File: config.mk
export PLATFORM = sky130hd
export DESIGN_NAME = sdb_cordic_cell
export DESIGN_NICKNAME = d
export VERILOG_FILES = /design/src/sv/sdb_pkg.sv /design/src/sv/sdb_cordic_cell.sv
export SDC_FILE = /design/constraint.sdc
export NUM_CORES = 1
export LEC_CHECK = 0
export BUFFER_PORTS_ARGS = -buffer_cell sky130_fd_sc_hd__buf_2
export CORE_ASPECT_RATIO = 1.1
export CORE_MARGIN = 8
export CORE_UTILIZATION = 48
export DETAILED_ROUTE_END_ITERATION = 12
export GPL_TIMING_DRIVEN = 0
export PLACE_DENSITY = 0.83
export SETUP_SLACK_MARGIN = 0.02
export SLEW_MARGIN = 20
export SYNTH_ARGS = -nofsm -noshare
export SYNTH_HDL_FRONTEND = slang
export SYNTH_SLANG_ARGS = --single-unit
File: constraint.sdc
create_clock -name clock -period 2.9 [get_ports clock]
set_input_delay 0.58 -clock clock [delete_from_list [all_inputs] [get_ports clock]]
set_output_delay 0.58 -clock clock [all_outputs]
set_load 0.01 [all_outputs]
File: src/sv/sdb_pkg.sv
package sdb_pkg;

   // Field widths fixed by the interface.
   localparam int COORD_W = 16;
   localparam int SCALE_W = 16;
   localparam int PD_W    = 25;
   localparam int SD_W    = 32;
   localparam int BRG_W   = 17;

   // Internal widths.
   localparam int RAD_W   = 49;   // radicand (dx^2 + dy^2) << 16
   localparam int CV_W    = 28;   // CORDIC vector components
   localparam int CZ_W    = 27;   // CORDIC angle, 1/65536 degree
   localparam int REM_W   = 16;   // divider remainder

   // Arctangent table depth and default stage count.
   localparam int ATAN_ENTRIES       = 24;
   localparam int CORDIC_STAGES_DEF  = 16;

   // Register reset values and indexes.
   localparam logic [SCALE_W-1:0] MAP_SCALE_RST   = 16'd225;
   localparam logic [SCALE_W-1:0] PIXEL_SCALE_RST = 16'd100;
   localparam logic CSR_MAP_SCALE   = 1'b0;
   localparam logic CSR_PIXEL_SCALE = 1'b1;

   // Angles.
   localparam logic signed [CZ_W-1:0] HALF_TURN_Q16 = 27'sd11796480;
   localparam logic signed [CZ_W:0]   FULL_TURN_Q16 = 28'sd23592960;
   localparam logic [BRG_W:0]         FULL_TURN_Q8  = 18'd92160;
   localparam logic [BRG_W-1:0] BRG_NORTH = 17'd0;
   localparam logic [BRG_W-1:0] BRG_EAST  = 17'd23040;
   localparam logic [BRG_W-1:0] BRG_SOUTH = 17'd46080;
   localparam logic [BRG_W-1:0] BRG_WEST  = 17'd69120;

   // Square root cell state.
   typedef struct packed {
      logic [RAD_W-1:0] rem;
      logic [PD_W-1:0]  root;
   } sq_type;

   // CORDIC cell state.
   typedef struct packed {
      logic signed [CV_W-1:0] u;
      logic signed [CV_W-1:0] v;
      logic signed [CZ_W-1:0] z;
      logic                   special;
      logic [BRG_W-1:0]       spec_brg;
      logic                   same;
   } cor_type;

   // Divider cell state.
   typedef struct packed {
      logic [REM_W-1:0] rem;
      logic [SD_W-1:0]  dvd;
      logic [SD_W-1:0]  quot;
      logic             sat;
      logic [PD_W-1:0]  pd;
   } div_type;

   // Finished bearing on its way to the output.
   typedef struct packed {
      logic [BRG_W-1:0] bearing;
      logic             same;
   } brg_type;

   // atan(2^-i) in 1/65536 degree, rounded.
   function automatic logic signed [CZ_W-1:0] atan_q16(input int i);
      logic signed [CZ_W-1:0] r;
      case (i)
         0:  r = 27'sd2949120;
         1:  r = 27'sd1740967;
         2:  r = 27'sd919879;
         3:  r = 27'sd466945;
         4:  r = 27'sd234379;
         5:  r = 27'sd117304;
         6:  r = 27'sd58666;
         7:  r = 27'sd29335;
         8:  r = 27'sd14668;
         9:  r = 27'sd7334;
         10: r = 27'sd3667;
         11: r = 27'sd1833;
         12: r = 27'sd917;
         13: r = 27'sd458;
         14: r = 27'sd229;
         15: r = 27'sd115;
         16: r = 27'sd57;
         17: r = 27'sd29;
         18: r = 27'sd14;
         19: r = 27'sd7;
         20: r = 27'sd4;
         21: r = 27'sd2;
         22: r = 27'sd1;
         default: r = 27'sd0;
      endcase
      return r;
   endfunction

endpackage

File: src/sv/sdb_cordic_cell.sv
module sdb_cordic_cell #(
   parameter int STAGE = 0
) (
   input  logic             clock,
   input  sdb_pkg::cor_type cell_in,
   output sdb_pkg::cor_type cell_out
);
   import sdb_pkg::*;

   cor_type data_ff, data_in;
   logic signed [CV_W-1:0] us, vs;

   // One vectoring rotation toward the up axis.
   always_comb begin
      us = cell_in.u >>> STAGE;
      vs = cell_in.v >>> STAGE;
      data_in = cell_in;
      if (!cell_in.v[CV_W-1]) begin
         data_in.u = cell_in.u + vs;
         data_in.v = cell_in.v - us;
         data_in.z = cell_in.z + atan_q16(STAGE);
      end else begin
         data_in.u = cell_in.u - vs;
         data_in.v = cell_in.v + us;
         data_in.z = cell_in.z - atan_q16(STAGE);
      end
   end

   always_ff @(posedge clock) begin
      data_ff <= data_in;
   end

   assign cell_out = data_ff;

endmodule

==> impl_metrics.env <==
export IMPL_status="finished, violations left"
export IMPL_violations_in_the_final_reports="negative setup slack"
export IMPL_cell_area_after_placement_mm2=0.00840
export IMPL_crit_share_post_route_pct=101
export IMPL_worst_tran_pin_value_ps=885
export IMPL_setup_tns_ps=-22.1
export IMPL_synth_compound_area_share_pct=22.0
export IMPL_die_height_um=144
export IMPL_syn_avg_cell_area_um2=8.22
export IMPL_nNetsFinal=1310
export IMPL_ioPinCount=205
export IMPL_ys_types=69
export IMPL_synth_adder_area_share_pct=18.5
export IMPL_synth_top_family_by_area="compound AO/OA/AOI/OAI gates"
export IMPL_path_buf_inv=3
export IMPL_cts_tree="built"
export IMPL_postRouteAntennaNets=0
export IMPL_antenna_cells_inserted=0
export IMPL_synth_main_ff_cell="sky130_fd_sc_hd__dfxtp_1"
export IMPL_critical_path_startpoint_type="primary input"
export IMPL_rows=46
export IMPL_endpoint_kind="flop"
export IMPL_wirelength_um=23800
export IMPL_maxCapViolCount=0
export IMPL_grt_setup_unrepaired="yes"
export IMPL_clock_tree_root_cell="sky130_fd_sc_hd__clkbuf_16"
export IMPL_synth_top_cell_area_share_pct=28.3
export IMPL_path_class="primary input to flop"
export IMPL_register_area_share_after_synthesis_pct=28.3
export IMPL_pre_cts_slack_ps=-921
export IMPL_first_iter_violations=616
export IMPL_start_util_pct=49.2
export IMPL_largest_reg_flops=101
export IMPL_portBuffers=204
export IMPL_synthesis_instances=869
export IMPL_hold_worst_slack_ps=325
export IMPL_period_needed_ps=2920
export IMPL_routedWlPerCell_um=18.3
export IMPL_ctsHtreeMaxLevel=3
export IMPL_cts_clk_slew_worst_paths_ps=70
export IMPL_critical_path_max_fanout=4
export IMPL_drcViolationCount=0
export IMPL_yosysWarnings=0
export IMPL_max_stage_delay_ps=510
export IMPL_die_width_um=132
export IMPL_cells_along_the_critical_path="buf_6, inv_4, ha_4, buf_6, nor2b_1, nor4_1, nand4b_1, nand3_2, nand2_4, or4b_4, a311o_1, a211oi_2, xor2_1"
export IMPL_final_setup_viol_count=1
export IMPL_mux_contribution_to_synthesized_area_pct=2.52
export IMPL_whs_path_depth=1
export IMPL_hold_violations=0
export IMPL_synth_area_leader_cell="sky130_fd_sc_hd__dfxtp_1"
export IMPL_top_signal_layer_used="met4"
export IMPL_hp_class="primary input to flop"
export IMPL_holdBufCountCts=0
export IMPL_met3_wirelength_um=1960
export IMPL_hold_path_startpoint="cell_in[19]"
export IMPL_tritoncts_num_buffers=9
export IMPL_cts_root_to_sink_buffers=2
export IMPL_gr_usage_all_layers_pct=23.0
export IMPL_ys_top_cells_by_area="sky130_fd_sc_hd__dfxtp_1 (28%), sky130_fd_sc_hd__ha_1 (17%), sky130_fd_sc_hd__a21oi_1 (6.5%)"
export IMPL_min_to="cell_out[19]"
export IMPL_area_growth_pct=33.1
export IMPL_die_area_mm2=0.0190
export IMPL_power_leakage_nw=4.53
export IMPL_grt_pass1_wl_um=35200
export IMPL_net_count_after_synthesis=1075
export IMPL_overflow=0
export IMPL_setup_ws_ps=-22.1
export IMPL_hpwl_um=18300
export IMPL_maximum_number_of_pins_on_one_net_before_global_route_repair=19
export IMPL_most_prevalent_standard_cell_on_the_critical_path="sky130_fd_sc_hd__buf_6"
export IMPL_synth_edf_count=0
export IMPL_worst_endpoint_arrival_ps=3200
export IMPL_critical_path_cell_with_the_highest_stage_delay="sky130_fd_sc_hd__or4b_4"
export IMPL_post_drt_via_cell_ratio=5.57
export IMPL_routed_met1_length_um=9540
export IMPL_powerDensity_mw_per_mm2=496
export IMPL_fmax_ghz=0.342
export IMPL_ys_seq_elements=101
export IMPL_slew_headroom_pct=41.0
export IMPL_placeableCoreArea_mm2=0.0145
export IMPL_yosys_area_share_simple_pct=14.3
export IMPL_cts_num_sinks=101
export IMPL_ir_drop_v=0.000310
export IMPL_finish_instance_area_mm2=0.00951
export IMPL_syn_area_mm2=0.00714
export IMPL_worst_ep_required_time_ps=3180
export IMPL_routed_via_count=7240
export IMPL_drv_slew=0
export IMPL_final_core_util_pct=65.6
export IMPL_synthArstFlopShare_pct=0
export IMPL_placer_congestion_estimate=0.931
export IMPL_dr_pass1_iters=5
export IMPL_synth_xor_area_share_pct=7.24
export IMPL_first_global_vias=6835
export IMPL_crit_family="simple AND/OR/NAND/NOR gates"
export IMPL_routed_wl_met2_um=11600
export IMPL_layout_drive_gt1_share_pct=32.0
export IMPL_antenna_violations_before_repair=0
-- power breakdown --
group | switching (mW) | internal (mW) | total, mW
combinational | 1.09 | 0.774 | 1.86
sequential | 0.0522 | 1.63 | 1.68
clock | 0.578 | 0.595 | 1.17
total | 1.72 | 3.00 | 4.71
-- worst max-delay path by stage --
| stage | start | to | cells past startpoint |
|---|---|---|---|
| final | cell_in[53] | cell_out[72] | 13 |
| after global routing | cell_in[53] | cell_out[72] | 13 |
| after CTS | cell_in[74] | cell_out[100] | 14 |
| after detailed placement | cell_in[73] | cell_out[45] | 14 |
| after global placement | cell_in[74] | cell_out[98] | 13 |
| after floorplan | cell_in[46] | cell_out[100] | 12 |
-- placed cells by master (no fill, tap or decap), types with 10 or more instances in the layout --
cell / count
sky130_fd_sc_hd__nor2b_1: 12
sky130_fd_sc_hd__o21bai_1: 12
sky130_fd_sc_hd__dfxtp_1: 101
sky130_fd_sc_hd__nand2_1: 45
sky130_fd_sc_hd__mux2i_1: 18
sky130_fd_sc_hd__buf_4: 26
sky130_fd_sc_hd__ha_1: 86
sky130_fd_sc_hd__o21ai_0: 39
sky130_fd_sc_hd__nand3_1: 10
sky130_fd_sc_hd__nor2_1: 66
sky130_fd_sc_hd__clkbuf_1: 14
sky130_fd_sc_hd__ha_4: 10
sky130_fd_sc_hd__xnor2_1: 43
sky130_fd_sc_hd__xor2_1: 15
sky130_fd_sc_hd__inv_1: 76
sky130_fd_sc_hd__buf_2: 202
sky130_fd_sc_hd__nor3_1: 19
sky130_fd_sc_hd__buf_6: 11
sky130_fd_sc_hd__a21oi_1: 83
-- cells by family (layout without fill, tap and decap cells) --
| kind of cell | after synthesis | in the layout |
|---|---|---|
| flops | 101 | 101 |
| simple gates | 211 | 211 |
| compound gates | 248 | 248 |
| buf+inv | 129 | 368 |
| xor+xnor | 59 | 59 |
| fa+ha+maj | 103 | 103 |
| mux | 18 | 18 |
-- cell usage after synthesis (all sizes together), types with 15 or more instances --
master,n
ha,99
o21ai,48
xnor2,44
nand2,48
xor2,15
nor3,21
dfxtp,101
mux2i,18
a21oi,93
buf,18
clkbuf,21
inv,88
nor2,68
-- through the flow --
stage / total power, mW / instances
floorplan: 2.71 / 869
global placement: 3.30 / 1265
detailed placement: 3.32 / 1265
CTS: 4.54 / 1281
global route: 4.96 / 1300
finish: 4.71 / 1300
-- cell type report --
| type | instances | area [um2] |
|---|---|---|
| multi-input cells | 639 | 5170 |
| fillers | 1218 | 5000 |
| flip-flops and latches | 101 | 2020 |
| repair buffers | 227 | 1240 |
| inverters | 90 | 349 |
| well taps | 192 | 240 |
| clock buffers | 9 | 225 |
| plain buffers | 36 | 206 |
| clock inverters | 6 | 56.3 |
-- what timing repair did --
action / in CTS / in global routing
resized for setup: 37 / 116
setup endpoints to repair: 24 / 19
buffers inserted: 4 / 19
pin swaps: 13 / 42
-- routing by layer --
layer,vias to the layer above,track usage [%]
met4,0,8.55
met3,53,4.96
met5,-,0
li1,3479,-
met1,3320,27.0
met2,388,40.3
Power figures use the tool's default switching activity.
