[src/sv/sdb_pkg.sv]
package sdb_pkg;

   // Field widths fixed by the interface.
   localparam int COORD_W = 16;
   localparam int SCALE_W = 16;
   localparam int PD_W    = 25;
   localparam int SD_W    = 32;
   localparam int BRG_W   = 17;

   // Internal widths.
   localparam int RAD_W   = 49;   // radicand (dx^2 + dy^2) << 16
   localparam int CV_W    = 28;   // CORDIC vector components
   localparam int CZ_W    = 27;   // CORDIC angle, 1/65536 degree
   localparam int REM_W   = 16;   // divider remainder

   // Arctangent table depth and default stage count.
   localparam int ATAN_ENTRIES       = 24;
   localparam int CORDIC_STAGES_DEF  = 16;

   // Register reset values and indexes.
   localparam logic [SCALE_W-1:0] MAP_SCALE_RST   = 16'd225;
   localparam logic [SCALE_W-1:0] PIXEL_SCALE_RST = 16'd100;
   localparam logic CSR_MAP_SCALE   = 1'b0;
   localparam logic CSR_PIXEL_SCALE = 1'b1;

   // Angles.
   localparam logic signed [CZ_W-1:0] HALF_TURN_Q16 = 27'sd11796480;
   localparam logic signed [CZ_W:0]   FULL_TURN_Q16 = 28'sd23592960;
   localparam logic [BRG_W:0]         FULL_TURN_Q8  = 18'd92160;
   localparam logic [BRG_W-1:0] BRG_NORTH = 17'd0;
   localparam logic [BRG_W-1:0] BRG_EAST  = 17'd23040;
   localparam logic [BRG_W-1:0] BRG_SOUTH = 17'd46080;
   localparam logic [BRG_W-1:0] BRG_WEST  = 17'd69120;

   // Square root cell state.
   typedef struct packed {
      logic [RAD_W-1:0] rem;
      logic [PD_W-1:0]  root;
   } sq_type;

   // CORDIC cell state.
   typedef struct packed {
      logic signed [CV_W-1:0] u;
      logic signed [CV_W-1:0] v;
      logic signed [CZ_W-1:0] z;
      logic                   special;
      logic [BRG_W-1:0]       spec_brg;
      logic                   same;
   } cor_type;

   // Divider cell state.
   typedef struct packed {
      logic [REM_W-1:0] rem;
      logic [SD_W-1:0]  dvd;
      logic [SD_W-1:0]  quot;
      logic             sat;
      logic [PD_W-1:0]  pd;
   } div_type;

   // Finished bearing on its way to the output.
   typedef struct packed {
      logic [BRG_W-1:0] bearing;
      logic             same;
   } brg_type;

   // atan(2^-i) in 1/65536 degree, rounded.
   function automatic logic signed [CZ_W-1:0] atan_q16(input int i);
      logic signed [CZ_W-1:0] r;
      case (i)
         0:  r = 27'sd2949120;
         1:  r = 27'sd1740967;
         2:  r = 27'sd919879;
         3:  r = 27'sd466945;
         4:  r = 27'sd234379;
         5:  r = 27'sd117304;
         6:  r = 27'sd58666;
         7:  r = 27'sd29335;
         8:  r = 27'sd14668;
         9:  r = 27'sd7334;
         10: r = 27'sd3667;
         11: r = 27'sd1833;
         12: r = 27'sd917;
         13: r = 27'sd458;
         14: r = 27'sd229;
         15: r = 27'sd115;
         16: r = 27'sd57;
         17: r = 27'sd29;
         18: r = 27'sd14;
         19: r = 27'sd7;
         20: r = 27'sd4;
         21: r = 27'sd2;
         22: r = 27'sd1;
         default: r = 27'sd0;
      endcase
      return r;
   endfunction

endpackage

[src/sv/sdb_div_cell.sv]
module sdb_div_cell #(
   parameter int BIT = 31
) (
   input  logic                         clock,
   input  logic [sdb_pkg::SCALE_W-1:0]  divisor,
   input  sdb_pkg::div_type             cell_in,
   output sdb_pkg::div_type             cell_out
);
   import sdb_pkg::*;

   div_type data_ff, data_in;
   logic [REM_W:0] trial;

   // One restoring division step: bring down a dividend bit and subtract.
   always_comb begin
      trial = {cell_in.rem, cell_in.dvd[BIT]};
      data_in = cell_in;
      if (trial >= {1'b0, divisor}) begin
         data_in.rem  = REM_W'(trial - {1'b0, divisor});
         data_in.quot = cell_in.quot | (SD_W'(1) << BIT);
      end else begin
         data_in.rem  = trial[REM_W-1:0];
      end
   end

   always_ff @(posedge clock) begin
      data_ff <= data_in;
   end

   assign cell_out = data_ff;

endmodule

[config.mk]
export PLATFORM = sky130hd
export DESIGN_NAME = sdb_div_cell
export DESIGN_NICKNAME = d
export VERILOG_FILES = /design/src/sv/sdb_pkg.sv /design/src/sv/sdb_div_cell.sv
export SDC_FILE = /design/constraint.sdc
export NUM_CORES = 1
export LEC_CHECK = 0
export BUFFER_PORTS_ARGS = -buffer_cell sky130_fd_sc_hd__buf_4
export CAP_MARGIN = 20
export CORE_MARGIN = 4
export CORE_UTILIZATION = 40
export DETAILED_ROUTE_END_ITERATION = 8
export HOLD_SLACK_MARGIN = 0.1
export PLACE_DENSITY = 0.84
export SYNTH_ARGS = -nofsm -noshare
export SYNTH_HDL_FRONTEND = slang
export SYNTH_SLANG_ARGS = --single-unit
export TNS_END_PERCENT = 50
[constraint.sdc]
create_clock -name clock -period 2.65 [get_ports clock]
set_input_delay 0.6625 -clock clock [delete_from_list [all_inputs] [get_ports clock]]
set_output_delay 0.6625 -clock clock [all_outputs]
set_load 0.02 [all_outputs]
==> results by group, run 1 <==
Placed design
  – Final GP Congestion: between 0.9 and 1
  – PortBufs: 228
  – Setup WS pre-CTS: 0.0430 ns
  – Total placed cells including tap cells: 592
  – Hpwl dp: just under 9000 um

Timing
  – Hold WS: 0.394 ns
  – Fin. Hold Viols: 0
  – Final Slew Violations: 0
  – Setup TNS Final: 0 ns
  – Slew HR: 0.783
  – # setup viols final: 0
  – RSZ-0062 raised after global routing: no
  – Slew @ Worst Pin: ~0.32 ns
  – Highest clock rate: 447 MHz
  – Fin crit share: 0.844
  – Final worst path period need: 2.24 ns
  – Final setup margin: 0.413 ns

Clock tree
  – H-tree depth: 3
  – # Post-CTS Setup Buffers: 0
  – CTS tree: yes
  – Hold_buf cts: 0
  – Clk buf depth: 2
  – TritonCTS Buffers: 9
  – Clock sinks: around 110
  – Clock transition at the registers of the reported paths: 0.11 ns
  – Clock tree root buffer cell: clkbuf_8
  – Cts repair resizes: 0

Global route
  – Grt total ovfl: 0
  – Vias in the first global route: a little under 3000
  – Global-route wire length before repair: 16200 um
  – Largest net degree at the start of global routing: 20
  – All-Layer GR Usage: 0.220
  – Initial antenna violation count: 0

Yosys
  – Cell variety after synth: 40
  – Yosys warns: 0
  – Multiplexer share of the synthesized area: 0.0635
  – Syn Area/Cell: 13.0 um2
  – Area fraction of the dominant cell type after synthesis: 0.661
  – Gate Count Post-Synth: 248
  – Post-synthesis sequential area ratio: 0.661
  – Largest family of logic cells by synthesized area: compound AO/OA/AOI/OAI gates
  – Simple-Gate Fraction of Synth Area: 0.0506
  – XOR/XNOR Fraction of Synth Area: 0.0327
  – Main area contributors after synthesis: dfxtp_1 (66%), ha_1 (6.2%), mux2_4 (3.3%), a21oi_1 (2.6%), mux2_2 (2.5%)
  – FF+latch count, synth: 106
  – Syn Std Cell Area: 3210 um2
  – Area leader, netlist: dfxtp_1
  – Post-Synth Adder-Cell Area: 0.0686
  – Post-synth net total: 388
  – Synth Area in Compound Gates: 0.0943

Cells and area
  – Nets: 641
  – # fillers: 588
  – Diodes inserted: 0
  – Post-route non-filler standard cell count: 608
  – Share of post-route cells with drive strength above 1: 0.563
  – Number of flip-flops under the largest register name: 106
  – Final Core Density: 0.689
  – Area Growth Syn to Fin: 66.7%

Setup path
  – WP data arrival: 2.48 ns
  – CP Launch Type: input port
  – Kind of critical path: in2reg
  – Max Fanout on Critical Path: 12
  – Worst Path Required: 2.90 ns
  – Critical path capture point type: flip-flop

Worst hold path
  – Worst Hold Class: in2reg
  – Worst Hold Path Cells: 1

Die
  – Row cnt: 32
  – Die ar.: about 9500 um2
  – Core Area: around 7800 um2
  – Die height: 97.6 um
  – Boundary Pins: 229
  – Die W: 97.6 um
  – Starting Density: 0.413

Route
  – Remaining DRCs: 0
  – Avg WL per Cell: roughly 17 um
  – Initial DRC Count: 73
  – Final WL: roughly 11000 um
  – Via density: 4.39
  – Routed via count: 2671
  – Post-route ant nets: 0
  – Pre-Repair DR Iteration Count: 4

Pwr
  – Peak VDD IR: between 200 and 300 uV
  – P per Cell Area: 663 nW/um2
  – Pleak: 2.68 nW

Job
  – Max-cap viol count: 0

Status
  – Run status: complete, no violations
## cell type report
class | count | area [um2] | area share
timing repair buffer | 243 | 1840 | 0.343
tap | 102 | 128 | 0.0238
clock inverter | 6 | 61.3 | 0.0114
multi-input combinational | 121 | 995 | 0.186
inverter | 20 | 75.1 | 0.0140
sequential | 106 | 2120 | 0.396
clock buffer | 10 | 138 | 0.0257
## worst paths after layout
check                    from      endpoint  slack (ns)
setup / recovery   divisor[8]  cell_out[93]        0.41
hold / removal    cell_in[66]  cell_out[66]        0.39
## per-stage QoR
step	total power [mW]	instance area, um2
after floorplan	2.19	3210
after global placement	2.61	5160
after detailed placement	2.63	5160
after CTS	3.58	5360
after global routing	3.72	5360
final	3.55	5360
## cell families (layout without fill, tap and decap cells)
family	count (synthesis)	in the layout
compound gates	43	43
xor+xnor	12	12
fa+ha+maj	17	17
buf+inv	21	279
flops	106	106
mux	16	16
simple gates	33	33
## per-layer routing
layer,track usage,wire [um]
met2,0.400,5650
met3,0.0704,760
met4,0.0522,160
met5,0,0
met1,0.248,4020
## where the power goes
part           switching (mW)  internal, mW  leakage [nW]
combinational           0.401         0.431          1.69
sequential             0.0363          1.72         0.894
clock                   0.577         0.387        0.0973
## cell usage in the layout (no fill, tap or decap), drive strengths merged, types with 3 or more instances in the layout
cell type  instances
xnor2              5
inv               21
nor2              10
buf              243
nand4              3
a21oi             17
o21ai              9
xor2               7
mux2              14
dfxtp            106
clkinv             4
nand2             12
clkbuf            10
ha                16
## cells in the mapped netlist
library cell    n
dfxtp_1       106
inv_1          20
a21oi_1        17
ha_1           16
nand2_1        11
nor2_1          9
mux2_2          7
mux2_4          7
o21ai_0         7
xor2_1          7
xnor2_1         5
nand4_1         3
a211oi_1        2
and2_1          2
mux2i_1         2
o21ai_2         2
o31ai_1         2
a21boi_0        1
a21boi_2        1
a21o_1          1
a221o_1         1
a221o_2         1
a311oi_1        1
a31o_2          1
a31oi_4         1
and3_2          1
and4_2          1
buf_12          1
fa_1            1
nand2_2         1
nand2b_1        1
nand3b_1        1
nor2_2          1
nor2b_1         1
o211ai_1        1
o21a_1          1
o21bai_1        1
o22a_4          1
o31a_1          1
or2_2           1
## worst max-delay path, stage by stage
cell and delay [ns]:
buf_4 0.08, inv_1 0.03, ha_1 0.34, a21oi_1 0.17
o21ai_0 0.13, a21oi_1 0.20, o21ai_2 0.11, a31oi_4 0.23
buf_12 0.17, mux2_2 0.35
(Power assumes the default switching activity.)
==> run 2: changes to the inputs <==
CORE_UTILIZATION = 36   (was 40)
PLACE_DENSITY = 0.8   (was 0.84)
clock period = 1.9 ns   (was 2.65 ns; I/O delays follow)
==> run 2 against run 1 <==
Net effect:
- cell count increased by 5.1%
- global-route usage decreased by 2.1 points
- critical path depth decreased by 1
- power increased by 49%
- sequential share of layout area decreased by 3.9 points
- clock power increased by 51%
==> results by group, run 2 (synthesis gave the netlist of run 1 again) <==
Setup path
  – Critical path capture point type: flip-flop
  – Kind of critical path: in2reg
  – Setup crit start: cell_in[91]
  – Worst Path Required: 2.15 ns
  – CP Launch Type: input port
  – Max Fanout on Critical Path: 5
  – WP data arrival: 2.14 ns

Placed design
  – Hpwl dp: 9290 um
  – Setup WS pre-CTS: -0.463 ns
  – PortBufs: 228
  – Final GP Congestion: 0.881
  – Total placed cells including tap cells: ~620
  – Post-DP Area: about 5500 um2

Pwr
  – Internal Power: between 3 and 4 mW
  – NetSw: 1.49 mW
  – Sw Share: 0.283
  – Sequential power share: 0.463
  – Clock share of power: 0.276
  – Comb power frac: 0.261
  – Pleak: 2.86 nW
  – P per Cell Area: 890 nW/um2
  – Overall power: 5.28 mW
  – Peak VDD IR: 373 uV

Route
  – Initial DRC Count: 67
  – Remaining DRCs: 0
  – Routed via count: about 2800
  – Final WL: 11300 um
  – Pre-Repair DR Iteration Count: 4
  – Post-route ant nets: 0
  – Via density: 4.45
  – Avg WL per Cell: 17.6 um

Worst hold path
  – Worst Hold Path Cells: 1
  – Worst Hold Class: in2reg
  – Hold_sp: cell_in[9]
  – Hold EP: cell_out[9]

Timing
  – Fin crit share: 0.993
  – Fin. Hold Viols: 0
  – Slew @ Worst Pin: 0.293 ns
  – Final setup margin: around 0.013 ns
  – Highest clock rate: approximately 530 MHz
  – Slew HR: 0.804
  – Hold WS: 0.208 ns
  – RSZ-0062 raised after global routing: yes
  – Final Slew Violations: 0
  – Setup TNS Final: 0 ns
  – # setup viols final: 0
  – Final worst path period need: 1.89 ns

Cells and area
  – Seq. cell area: 2120 um2
  – Area Growth Syn to Fin: 84.7%
  – # fillers: 647
  – Final instance area: 5930 um2
  – Commonest non-fill, non-tap cell in the layout: buf_4
  – Number of flip-flops under the largest register name: 106
  – Combined area of the multi-input logic cells: 1300 um2
  – Share of post-route cells with drive strength above 1: 0.659
  – Commonest cells after routing, fill and taps aside: buf_4 (261), dfxtp_1 (106), ha_4 (14)
  – Final Core Density: 0.680
  – Post-route non-filler standard cell count: 639
  – Diodes inserted: 0
  – Nets: 666

Clock tree
  – CTS tree: yes
  – H-tree depth: 3
  – TritonCTS Buffers: 9
  – Clock transition at the registers of the reported paths: roughly 0.11 ns
  – Clock sinks: 106
  – Clock tree root buffer cell: clkbuf_8
  – Clk buf depth: 2

Die
  – Die ar.: ~10000 um2
  – Starting Density: 0.368
  – Core Area: 8720 um2
  – Die W: between 100 and 150 um
  – Boundary Pins: approximately 230
  – Row cnt: 34
  – Die height: 102 um

Status
  – Run status: complete, no violations

Global route
  – Global-route wire length before repair: 15300 um
  – All-Layer GR Usage: 0.199
  – Largest net degree at the start of global routing: 20
  – Vias in the first global route: 2926
  – Grt total ovfl: 0
  – Initial antenna violation count: 0

Job
  – Max-cap viol count: 0
## run 2: layout make-up
| cell class | count | area share |
|---|---|---|
| clock inverters | 7 | 0.0143 |
| clock buffers | 9 | 0.0209 |
| well taps | 108 | 0.0228 |
| inverters | 20 | 0.0173 |
| flip-flops and latches | 106 | 0.358 |
| multi-input cells | 121 | 0.218 |
| repair buffers | 268 | 0.349 |
## run 2: power by group through the flow
stage	Clock [mW]	Sequential (mW)	Combinational (mW)
final	1.46	2.45	1.38
after global routing	1.58	2.46	1.46
after CTS	1.51	2.45	1.31
after detailed placement	0	2.50	1.30
after global placement	0	2.49	1.27
after floorplan	0	2.72	0.409
## run 2: how the worst max path moves through the flow
stage / to / depth (start not counted)
after detailed placement: cell_out[98] / 10
after global routing: cell_out[94] / 9
final: cell_out[105] / 9
after CTS: cell_out[104] / 10
after global placement: cell_out[104] / 10
after floorplan: cell_out[104] / 9
## run 2: per-layer routing
layer / share of wire / GRT usage / up-vias
met2: 0.54 / 0.374 / 119
met3: 0.093 / 0.0730 / 17
met5: 0 / 0 / -
li1: - / - / 1393
met1: 0.34 / 0.196 / 1315
met4: 0.025 / 0.0747 / 0
## run 2: what timing repair did
action	in CTS	in global routing
pin swaps	3	12
setup buffers	0	4
hold buffers	0	0
gates cloned	0	1
setup endpoints to repair	4	14
endpoints found under the hold margin	0	0
resized for setup	1	33
## run 2: worst max-delay path, cell delays in order
cell       delay [ns]
buf_8            0.10
ha_4             0.26
a21oi_4          0.14
o21ai_4          0.10
a21boi_4         0.19
o21ai_2          0.10
a31oi_4          0.27
clkbuf_16        0.21
mux2_4           0.29
