File: src/sv/sdb_pkg.sv
package sdb_pkg;

   // Field widths fixed by the interface.
   localparam int COORD_W = 16;
   localparam int SCALE_W = 16;
   localparam int PD_W    = 25;
   localparam int SD_W    = 32;
   localparam int BRG_W   = 17;

   // Internal widths.
   localparam int RAD_W   = 49;   // radicand (dx^2 + dy^2) << 16
   localparam int CV_W    = 28;   // CORDIC vector components
   localparam int CZ_W    = 27;   // CORDIC angle, 1/65536 degree
   localparam int REM_W   = 16;   // divider remainder

   // Arctangent table depth and default stage count.
   localparam int ATAN_ENTRIES       = 24;
   localparam int CORDIC_STAGES_DEF  = 16;

   // Register reset values and indexes.
   localparam logic [SCALE_W-1:0] MAP_SCALE_RST   = 16'd225;
   localparam logic [SCALE_W-1:0] PIXEL_SCALE_RST = 16'd100;
   localparam logic CSR_MAP_SCALE   = 1'b0;
   localparam logic CSR_PIXEL_SCALE = 1'b1;

   // Angles.
   localparam logic signed [CZ_W-1:0] HALF_TURN_Q16 = 27'sd11796480;
   localparam logic signed [CZ_W:0]   FULL_TURN_Q16 = 28'sd23592960;
   localparam logic [BRG_W:0]         FULL_TURN_Q8  = 18'd92160;
   localparam logic [BRG_W-1:0] BRG_NORTH = 17'd0;
   localparam logic [BRG_W-1:0] BRG_EAST  = 17'd23040;
   localparam logic [BRG_W-1:0] BRG_SOUTH = 17'd46080;
   localparam logic [BRG_W-1:0] BRG_WEST  = 17'd69120;

   // Square root cell state.
   typedef struct packed {
      logic [RAD_W-1:0] rem;
      logic [PD_W-1:0]  root;
   } sq_type;

   // CORDIC cell state.
   typedef struct packed {
      logic signed [CV_W-1:0] u;
      logic signed [CV_W-1:0] v;
      logic signed [CZ_W-1:0] z;
      logic                   special;
      logic [BRG_W-1:0]       spec_brg;
      logic                   same;
   } cor_type;

   // Divider cell state.
   typedef struct packed {
      logic [REM_W-1:0] rem;
      logic [SD_W-1:0]  dvd;
      logic [SD_W-1:0]  quot;
      logic             sat;
      logic [PD_W-1:0]  pd;
   } div_type;

   // Finished bearing on its way to the output.
   typedef struct packed {
      logic [BRG_W-1:0] bearing;
      logic             same;
   } brg_type;

   // atan(2^-i) in 1/65536 degree, rounded.
   function automatic logic signed [CZ_W-1:0] atan_q16(input int i);
      logic signed [CZ_W-1:0] r;
      case (i)
         0:  r = 27'sd2949120;
         1:  r = 27'sd1740967;
         2:  r = 27'sd919879;
         3:  r = 27'sd466945;
         4:  r = 27'sd234379;
         5:  r = 27'sd117304;
         6:  r = 27'sd58666;
         7:  r = 27'sd29335;
         8:  r = 27'sd14668;
         9:  r = 27'sd7334;
         10: r = 27'sd3667;
         11: r = 27'sd1833;
         12: r = 27'sd917;
         13: r = 27'sd458;
         14: r = 27'sd229;
         15: r = 27'sd115;
         16: r = 27'sd57;
         17: r = 27'sd29;
         18: r = 27'sd14;
         19: r = 27'sd7;
         20: r = 27'sd4;
         21: r = 27'sd2;
         22: r = 27'sd1;
         default: r = 27'sd0;
      endcase
      return r;
   endfunction

endpackage

File: src/sv/sdb_sqrt_cell.sv
module sdb_sqrt_cell #(
   parameter int BIT = 24
) (
   input  logic           clock,
   input  sdb_pkg::sq_type cell_in,
   output sdb_pkg::sq_type cell_out
);
   import sdb_pkg::*;

   localparam int T_W = RAD_W + 2;

   sq_type data_ff, data_in;
   logic [T_W-1:0] trial;

   // Try to set this root bit: subtract (2*root + 2^BIT) * 2^BIT.
   always_comb begin
      trial = (T_W'(cell_in.root) << (BIT + 1)) + (T_W'(1) << (2 * BIT));
      data_in = cell_in;
      if (T_W'(cell_in.rem) >= trial) begin
         data_in.rem  = cell_in.rem - trial[RAD_W-1:0];
         data_in.root = cell_in.root | (PD_W'(1) << BIT);
      end
   end

   always_ff @(posedge clock) begin
      data_ff <= data_in;
   end

   assign cell_out = data_ff;

endmodule

File: config.mk
export PLATFORM = sky130hd
export DESIGN_NAME = sdb_sqrt_cell
export DESIGN_NICKNAME = d
export VERILOG_FILES = /design/src/sv/sdb_pkg.sv /design/src/sv/sdb_sqrt_cell.sv
export SDC_FILE = /design/constraint.sdc
export NUM_CORES = 1
export LEC_CHECK = 0
export ABC_AREA = 1
export BUFFER_PORTS_ARGS = -buffer_cell sky130_fd_sc_hd__buf_2
export CORE_ASPECT_RATIO = 1.75
export CORE_UTILIZATION = 30
export DETAILED_ROUTE_END_ITERATION = 8
export PLACE_DENSITY_LB_ADDON = 0.15
export SETUP_SLACK_MARGIN = 0.15
export SLEW_MARGIN = 20
export SYNTH_ARGS = -nofsm -noshare
export SYNTH_HDL_FRONTEND = slang
export SYNTH_SLANG_ARGS = --single-unit
export TNS_END_PERCENT = 20
File: constraint.sdc
create_clock -name clock -period 3.5 [get_ports clock]
set_clock_uncertainty 0.05 [all_clocks]
set_input_delay 0.35 -clock clock [delete_from_list [all_inputs] [get_ports clock]]
set_output_delay 0.35 -clock clock [all_outputs]
set_load 0.1 [all_outputs]
==> results.toml, run 1 <==
[worst_setup_path]
worstPathMaxFanout = 24
crit_type = "input pin to flip-flop"
cp_data_arrival_time_ns = 2.24
cp.required_ns = 3.68
end_kind = "flip-flop"
worst_setup_path_start_kind = "input pin"

[sta]
fin_hold_ws_ns = 0.0710
finalHoldViolCount = 0
relSlewSlack_pct = 60.5
fmax_mhz = 485
finalCritPeriodShare_pct = 58.9
setup_violations = 0
tightest_slew_ns = 0.593
period_needed_ns = 2.06
tns_ns = 0
rsz0062_at_grt = "no"
finalWorstSetupSlack_ns = 1.44
slew_violations = 0

[yosys]
syn_nets = 688
synth_area_leader_cell = "dfxtp_1"
syn_area_mm2 = 0.00392
synthDistinctLibCells = 24
yosysSeqAreaShare_pct = 37.8
syn_inst = 586
netlist.area_leader.share_pct = 37.8
avgSynthCellArea_um2 = 6.69
synth_warnings = 0
synth-seq-cells = 74
synthTopCellsByArea = "dfxtp_1 38%, nand2_1 22%, inv_1 11%"

[global_route]
grt_pass1_wl_mm = 18.5
gr-usage-all-layers_pct = 17.9
grt-ovfl-total = 0
grt_pass1_vias = 4028
grt_start_max_net_pins = 26
antenna_found_initial = 0

[final_layout]
design_area_mm2 = 0.00519
antenna_cells = 0
largest_reg_flops = 74
seq_area_mm2 = 0.00148
n_fill_cell = 1412
drive_above_1_share_pct = 24.2
final_util_pct = 41.1
fin_nets = 842
syn_to_final_growth_pct = 32.4
multi_input_area_mm2 = 0.00194

[cts]
ctsHoldBuffers = 0
cts_setup_buffers = 0
cts_tree = "built"
postCtsResizedCells = 0
clk_path_buf_depth = 2
cts_made_buffers = 9
clkSinkCount = 74
cts_root_buffer = "clkbuf_16"
clk_pin_slew_ns = 0.06
htreeDepth = 3

[floorplan]
core_mm2 = 0.0126
io-pin-count = 149
initial_core_util_pct = 31.0
dieArea_mm2 = 0.0136
row_count = 54
die_w_um = 88.4
die-height_um = 153

[detailed_routing]
drt_iter0_markers = 136
route.vias.total = 3929
wl_mm = 11.6
wl_per_cell_um = 12.7
postRouteAntennaNets = 0
firstDrtPassIters = 4
drc = 0
viasPerCell = 4.30

[placed_design]
dpl_worst_slack_ns = 1.04
dpl_cell_area_mm2 = 0.00484
dpl.hpwl_mm = 9.34
gp_congestion = 0.851
portBuffers = 148

[min_path]
hp-start = "cell_in[20]"
hold_class = "input pin to flip-flop"
min_to = "cell_out[20]"
whs_path_depth = 1

[pwr]
max-vdd-ir-drop_v = 0.000230
power.density_mw_per_mm2 = 559
leakage_nw = 3.04

[run_status]
outcome = "finished clean"

[run]
max-cap-violations = 0
worst max-delay path, stage by stage:
cell and delay (ns):
buf_2 0.09, inv_1 0.04, ha_1 0.35, nand2_1 0.15
inv_1 0.05, nand2_1 0.06, nand2_1 0.08, inv_1 0.06
nand2_1 0.09, a21oi_4 0.15, nand3_2 0.47, nand2_1 0.23
nand2_1 0.06
logic make-up after synthesis:
group	share of synthesized area, %
XOR/XNOR	2.46
adder cells (fa/ha/maj)	8.81
buffers and inverters	12.6
AND/OR/NAND/NOR	36.5
flip-flops	37.8
AO/OA/AOI/OAI	1.82
final cells by class:
type	instances	share of cell area (%)
Tap cell	168	4.05
Multi-Input combinational cell	386	37.5
Sequential cell	74	28.5
Timing Repair Buffer	151	14.7
Inverter	118	8.53
Clock buffer	9	4.34
Clock inverter	7	2.39
routing by layer:
metal	wire, um	GRT usage, %
met5	0	0
met1	4390	17.3
met3	487	3.94
met2	6350	34.1
met4	374	8.83
synthesized netlist by cell type:
library cell and number:
a21oi_1 10, a21oi_4 1, buf_2 6, buf_6 2, dfxtp_1 74, fa_1 1, ha_1 26, inv_1 117
inv_2 1, nand2_1 225, nand2_2 3, nand3_1 25, nand3_2 1, nand3_4 1, nand3b_1 1, nand4_1 31
nor2_1 40, nor2_2 4, nor2_4 1, nor3_1 3, nor3b_2 1, o21ai_0 1, xnor2_1 1, xor2_1 10
how the worst max path moves through the flow:
stage | startpoint | to | slack [ns]
finish | cell_in[17] | cell_out[70] | 1.44
floorplan | cell_in[50] | cell_out[65] | 1.62
detailed placement | cell_in[17] | cell_out[59] | 1.04
CTS | cell_in[17] | cell_out[70] | 1.39
global route | cell_in[17] | cell_out[68] | 1.20
global placement | cell_in[17] | cell_out[50] | 1.06
per-stage QoR:
step	instances	total power, mW
after floorplan	586	1.65
after global routing	913	3.05
after global placement	897	1.84
after CTS	913	2.94
final	913	2.90
after detailed placement	897	1.84
layout by cell type, fill, tap and decap left out:
cell type,n
dfxtp_1,74
clkbuf_16,9
nand3_4,1
a21oi_4,1
nor2_2,4
xor2_1,10
nand4_1,31
nand2_1,225
buf_2,148
xnor2_1,1
inv_2,1
nor3_1,3
nand2_2,3
bufinv_16,3
o21ai_0,1
nand3_1,25
nand3_2,1
fa_1,1
nand3b_1,1
clkinvlp_4,1
inv_1,117
inv_6,2
nor2_1,40
a21oi_1,10
nor3b_2,1
clkinv_4,1
ha_1,26
buf_4,3
nor2_4,1
power breakdown:
group	leakage [nW]	internal, mW	total [mW]	switching [mW]
Clock	0.167	0.703	1.08	0.382
Sequential	0.624	0.902	0.914	0.0126
Combinational	2.25	0.191	0.903	0.712
No activity file was read; power rests on OpenSTA's default activity.
==> inputs of run 2 (changes only) <==
clock period = 2.1 ns   (was 3.5 ns; I/O delays follow)
==> run 2 against run 1 <==
Net effect:
- sequential share of layout area is 2.7 points lower
- highest routed layer unchanged
- largest power group is now combinational logic
- first-iteration DRC count is 16% higher
- cell area is 11% higher
- critical path depth is 2 lower
- clock power is 45% higher
- power is 62% higher
==> results.toml, run 2 (same netlist as run 1, synthesis figures left out) <==
[final_layout]
fin_nets = 902
final_cells = 973
layout_commonest_cell = "nand2_1"
syn_to_final_growth_pct = 46.5
drive_above_1_share_pct = 23.7
antenna_cells = 0
final_cell_mix = "225 x nand2_1, 148 x buf_2, 117 x inv_1"
largest_reg_flops = 74
design_area_mm2 = 0.00574

[sta]
rsz0062_at_grt = "no"
tightest_slew_ns = 0.498
period_needed_ns = 1.74
tns_ns = 0
relSlewSlack_pct = 67.1
slew_violations = 0
finalCritPeriodShare_pct = 83.0
finalHoldViolCount = 0
setup_violations = 0
fmax_mhz = 574

[cts]
htreeDepth = 3
cts_tree = "built"
cts_root_buffer = "clkbuf_16"
clk_pin_slew_ns = 0.06
cts_made_buffers = 9
clkSinkCount = 74
clk_path_buf_depth = 2

[global_route]
grt-ovfl-total = 0
grt_pass1_wl_mm = 20.0
grt_start_max_net_pins = 16
grt_pass1_vias = 4379
gr-usage-all-layers_pct = 19.4
antenna_found_initial = 0

[worst_setup_path]
cp.required_ns = 2.29
worst_setup_path_start_kind = "input pin"
end_kind = "flip-flop"
crit_type = "input pin to flip-flop"
max_stage_delay_ns = 0.55
worstPathMaxFanout = 13
cp_data_arrival_time_ns = 1.93
path_cells = "dlygate4sd3_1, buf_2, nor2_1, nand2_1, nor2_1, nand2_1, nor2_1, nand2_2, buf_4, nand4_1, nand2_1"
path_buf_inv = 3
crit_family = "buffers and inverters"
crit_slowest_cell = "dlygate4sd3_1"

[floorplan]
die-height_um = 153
core_mm2 = 0.0126
die_w_um = 88.4
initial_core_util_pct = 31.0
dieArea_mm2 = 0.0136
row_count = 54
io-pin-count = 149

[detailed_routing]
wl_per_cell_um = 12.8
drc = 0
wl_mm = 12.5
postRouteAntennaNets = 0
route.vias.total = 4133
viasPerCell = 4.25
firstDrtPassIters = 6
drt_iter0_markers = 158

[placed_design]
place_inst = 908
dpl.hpwl_mm = 10.0
dpl_cell_area_mm2 = 0.00495
portBuffers = 148
gp_congestion = 0.889

[min_path]
hold_class = "input pin to flip-flop"

[pwr]
leakage_nw = 3.29
power.density_mw_per_mm2 = 817
max-vdd-ir-drop_v = 0.000351

[run_status]
outcome = "finished clean"

[run]
max-cap-violations = 0
==> run 2: changes by cell type in the layout (fill, tap and decap cells not counted), sizes merged <==
cell	change
dlygate4sd3	+49
clkinvlp	-1
buf	+11
clkinv	+3
bufinv	-2
==> run 2: layout make-up <==
class	instances	area (um^2)
fillers	1387	6890
multi-input cells	386	1940
flip-flops and latches	74	1480
repair buffers	211	1360
inverters	118	443
clock buffers	9	225
well taps	168	210
clock inverters	7	77.6
==> run 2: what timing repair did <==
item | 4_1_cts | 5_1_grt
endpoints found under the hold margin | 49 | 0
setup buffers | 0 | 0
gates resized for setup | 0 | 0
hold buffers | 49 | 0
==> run 2: power by group <==
part	leakage, nW	switching [mW]	internal, mW	total [mW]
Sequential	0.624	0.0219	1.50	1.52
Combinational	2.52	1.21	0.399	1.60
Clock	0.152	0.634	0.932	1.57
==> run 2: worst paths after layout <==
check	to	depth (start not counted)	startpoint
setup / recovery	cell_out[66]	11	cell_in[37]
hold / removal	cell_out[24]	3	cell_in[24]
==> run 2: per-stage QoR <==
step / setup slack (ns) / hold WS (ns) / util [%] / total power [mW]
detailed placement: 0.0252 / 0.277 / 39.2 / 3.10
global route: 0.164 / 0.0847 / 45.5 / 4.93
finish: 0.358 / 0.0704 / 45.5 / 4.69
floorplan: 0.357 / 0.188 / - / 2.75
global placement: 0.0397 / 0.277 / 39.2 / 3.10
CTS: 0.326 / 0.0656 / 45.5 / 4.75
==> run 2: tightest hold or removal path, stage by stage <==
cell and delay, ns:
buf_2 0.09, inv_1 0.05, nand4_1 0.08
==> run 2: routing by layer <==
metal	part of all wire [%]	GRT usage (%)	vias up	wire length, um
met2	59	40.2	100	7300
met5	0	0	-	0
met1	36	18.0	1815	4480
li1	-	-	2207	-
met3	4.2	3.35	11	523
met4	1.3	5.76	0	161
==> inputs of run 3 (changes only) <==
ABC_AREA = 0   (was 1)
clock period = 1.56 ns   (was 2.1 ns; I/O delays follow)
==> run 3 against run 2 <==
Net effect:
- the run now ends with setup timing left
- sequential power grew 35%
- core utilization increased by 9.0 points
- via count fell by 21%
- clock-buffer cell count is the same
- critical path type unchanged
==> results.toml, run 3 <==
[run_status]
outcome = "finished with violations"
violations = "setup timing"

[min_path]
hold_class = "input pin to flip-flop"
hp-start = "cell_in[61]"
min_to = "cell_out[61]"
whs_path_depth = 2

[cts]
clk_pin_slew_ns = 0.06
htreeDepth = 3
cts_made_buffers = 9
clk_path_buf_depth = 2
cts_root_buffer = "clkbuf_16"
clkSinkCount = 74
cts_tree = "built"

[sta]
finalHoldViolCount = 0
finalWorstSetupSlack_ns = -0.669
tightest_slew_ns = 0.505
period_needed_ns = 2.23
rsz0062_at_grt = "yes"
fmax_mhz = 449
setup_violations = 25
relSlewSlack_pct = 66.5
slew_violations = 0
finalCritPeriodShare_pct = 143

[detailed_routing]
drc = 0
firstDrtPassIters = 4
wl_per_cell_um = 12.7
drt_iter0_markers = 65
route.vias.total = 3259
wl_mm = 9.34
postRouteAntennaNets = 0
viasPerCell = 4.43

[final_layout]
fin_nets = 702
final_cell_mix = "146 x buf_2, 82 x buf_4, 74 x dfxtp_1"
syn_to_final_growth_pct = 75.4
seq_area_mm2 = 0.00148
drive_above_1_share_pct = 51.2
final_cells = 735
layout_commonest_cell = "buf_2"
n_fill_cell = 995
antenna_cells = 0
final_util_pct = 54.4
largest_reg_flops = 74
multi_input_area_mm2 = 0.00183

[global_route]
grt-ovfl-total = 0
grt_pass1_wl_mm = 15.1
antenna_found_initial = 0
grt_pass1_vias = 3370
gr-usage-all-layers_pct = 17.3
grt_start_max_net_pins = 16

[yosys]
synth_top_family_by_area = "compound AO/OA/AOI/OAI gates"
synth_fa_ha_area_share_pct = 10.3
synth_xor_area_share_pct = 5.22
syn_area_mm2 = 0.00336
post-synth-top-count-cell = "dfxtp_1"
synth_compound_area_share_pct = 13.7
synth_warnings = 0
yosys-top-cells-count = "74 x dfxtp_1, 30 x inv_1, 26 x ha_1"
netlist.area_leader.share_pct = 44.1
synthTopCellsByArea = "dfxtp_1 44%, ha_1 9.7%, mux2_4 8.0%"
yosysSeqAreaShare_pct = 44.1
avgSynthCellArea_um2 = 11.0
syn_inst = 306
synth_top_flop_cell = "dfxtp_1"
synth_mux_area_share_pct = 10.6
synth_area_leader_cell = "dfxtp_1"
synthSimpleGateAreaFrac_pct = 11.4
synth-seq-cells = 74
synth_edf_count = 0
syn_nets = 408
synthDistinctLibCells = 58
ys_async_sr_fraction_pct = 0

[floorplan]
die_w_um = 82.0
initial_core_util_pct = 31.0
dieArea_mm2 = 0.0116
core_mm2 = 0.0108
row_count = 50
die-height_um = 142
io-pin-count = 149

[placed_design]
place_inst = 662
dpl.hpwl_mm = 7.22
gp_congestion = 0.829
portBuffers = 148

[worst_setup_path]
cp.required_ns = 1.74
worstPathMaxFanout = 7
end_kind = "flip-flop"
crit_start = "cell_in[50]"
worst_setup_path_start_kind = "input pin"
crit_type = "input pin to flip-flop"
cp_data_arrival_time_ns = 2.40

[run]
max-cap-violations = 0

[pwr]
power_mw = 6.54
power.density_mw_per_mm2 = 1110
max-vdd-ir-drop_v = 0.000844
leakage_nw = 2.97
-- run 3: repair_timing --
item / in CTS / in global routing
endpoints found under the setup margin: 25 / 25
cloned: 1 / 0
endpoints found under the hold margin: 49 / 0
pin swaps: 6 / 3
gates resized for setup: 17 / 10
buffers inserted: 5 / 2
hold buffers: 49 / 0
-- run 3: per-stage QoR --
step	area, um^2	setup TNS (ns)	hold slack (ns)	worst slack (ns)
6_report	5890	-15.89	0.0154	-0.669
5_1_grt	5890	-18.37	0.00858	-0.764
4_1_cts	5840	-16.66	0.00451	-0.699
3_5_place_dp	4880	-27.70	0.224	-1.17
2_1_floorplan	3390	-23.13	0.134	-0.985
3_3_place_gp	4880	-27.07	0.223	-1.14
-- run 3: layout make-up --
type	instances	area share, %
Multi-Input combinational cell	198	31.1
Timing Repair Buffer	287	33.6
Clock buffer	9	3.82
Inverter	30	2.12
Tap cell	130	2.76
Sequential cell	74	25.1
Clock inverter	7	1.40
-- run 3: critical path, cell delays in order --
cell	delay (ns)
buf_8	0.09
inv_12	0.03
ha_4	0.15
fa_2	0.33
and2b_1	0.23
o2111ai_2	0.12
and3_4	0.18
nor2_4	0.08
a41o_2	0.21
nand3_4	0.07
a21oi_4	0.19
buf_6	0.14
buf_16	0.13
mux2_4	0.29
-- run 3: cell families after synthesis --
| family | count (synthesis) |
|---|---|
| AOI/OAI and AO/OA | 62 |
| DFF | 74 |
| adders and majority gates | 27 |
| buffers and inverters | 34 |
| and+or+nand+nor | 63 |
| xor gates and xnor gates | 20 |
| muxes | 26 |
-- run 3: where the power goes --
part           switching (mW)  internal [mW]
registers              0.0282           2.02
clock network           0.880           1.27
logic                    1.51          0.842
total                    2.41           4.13
-- run 3: metal layers --
layer	vias up	wire [um]	track usage, %
met5	-	0	0
met4	0	164	7.11
met3	12	533	5.06
met2	87	5410	32.8
met1	1493	3240	16.5
li1	1667	-	-
-- run 3: worst max path at each step --
stage | endpoint | cells past startpoint
floorplan | cell_out[56] | 12
global placement | cell_out[54] | 13
detailed placement | cell_out[55] | 13
CTS | cell_out[55] | 14
global route | cell_out[60] | 14
finish | cell_out[71] | 14
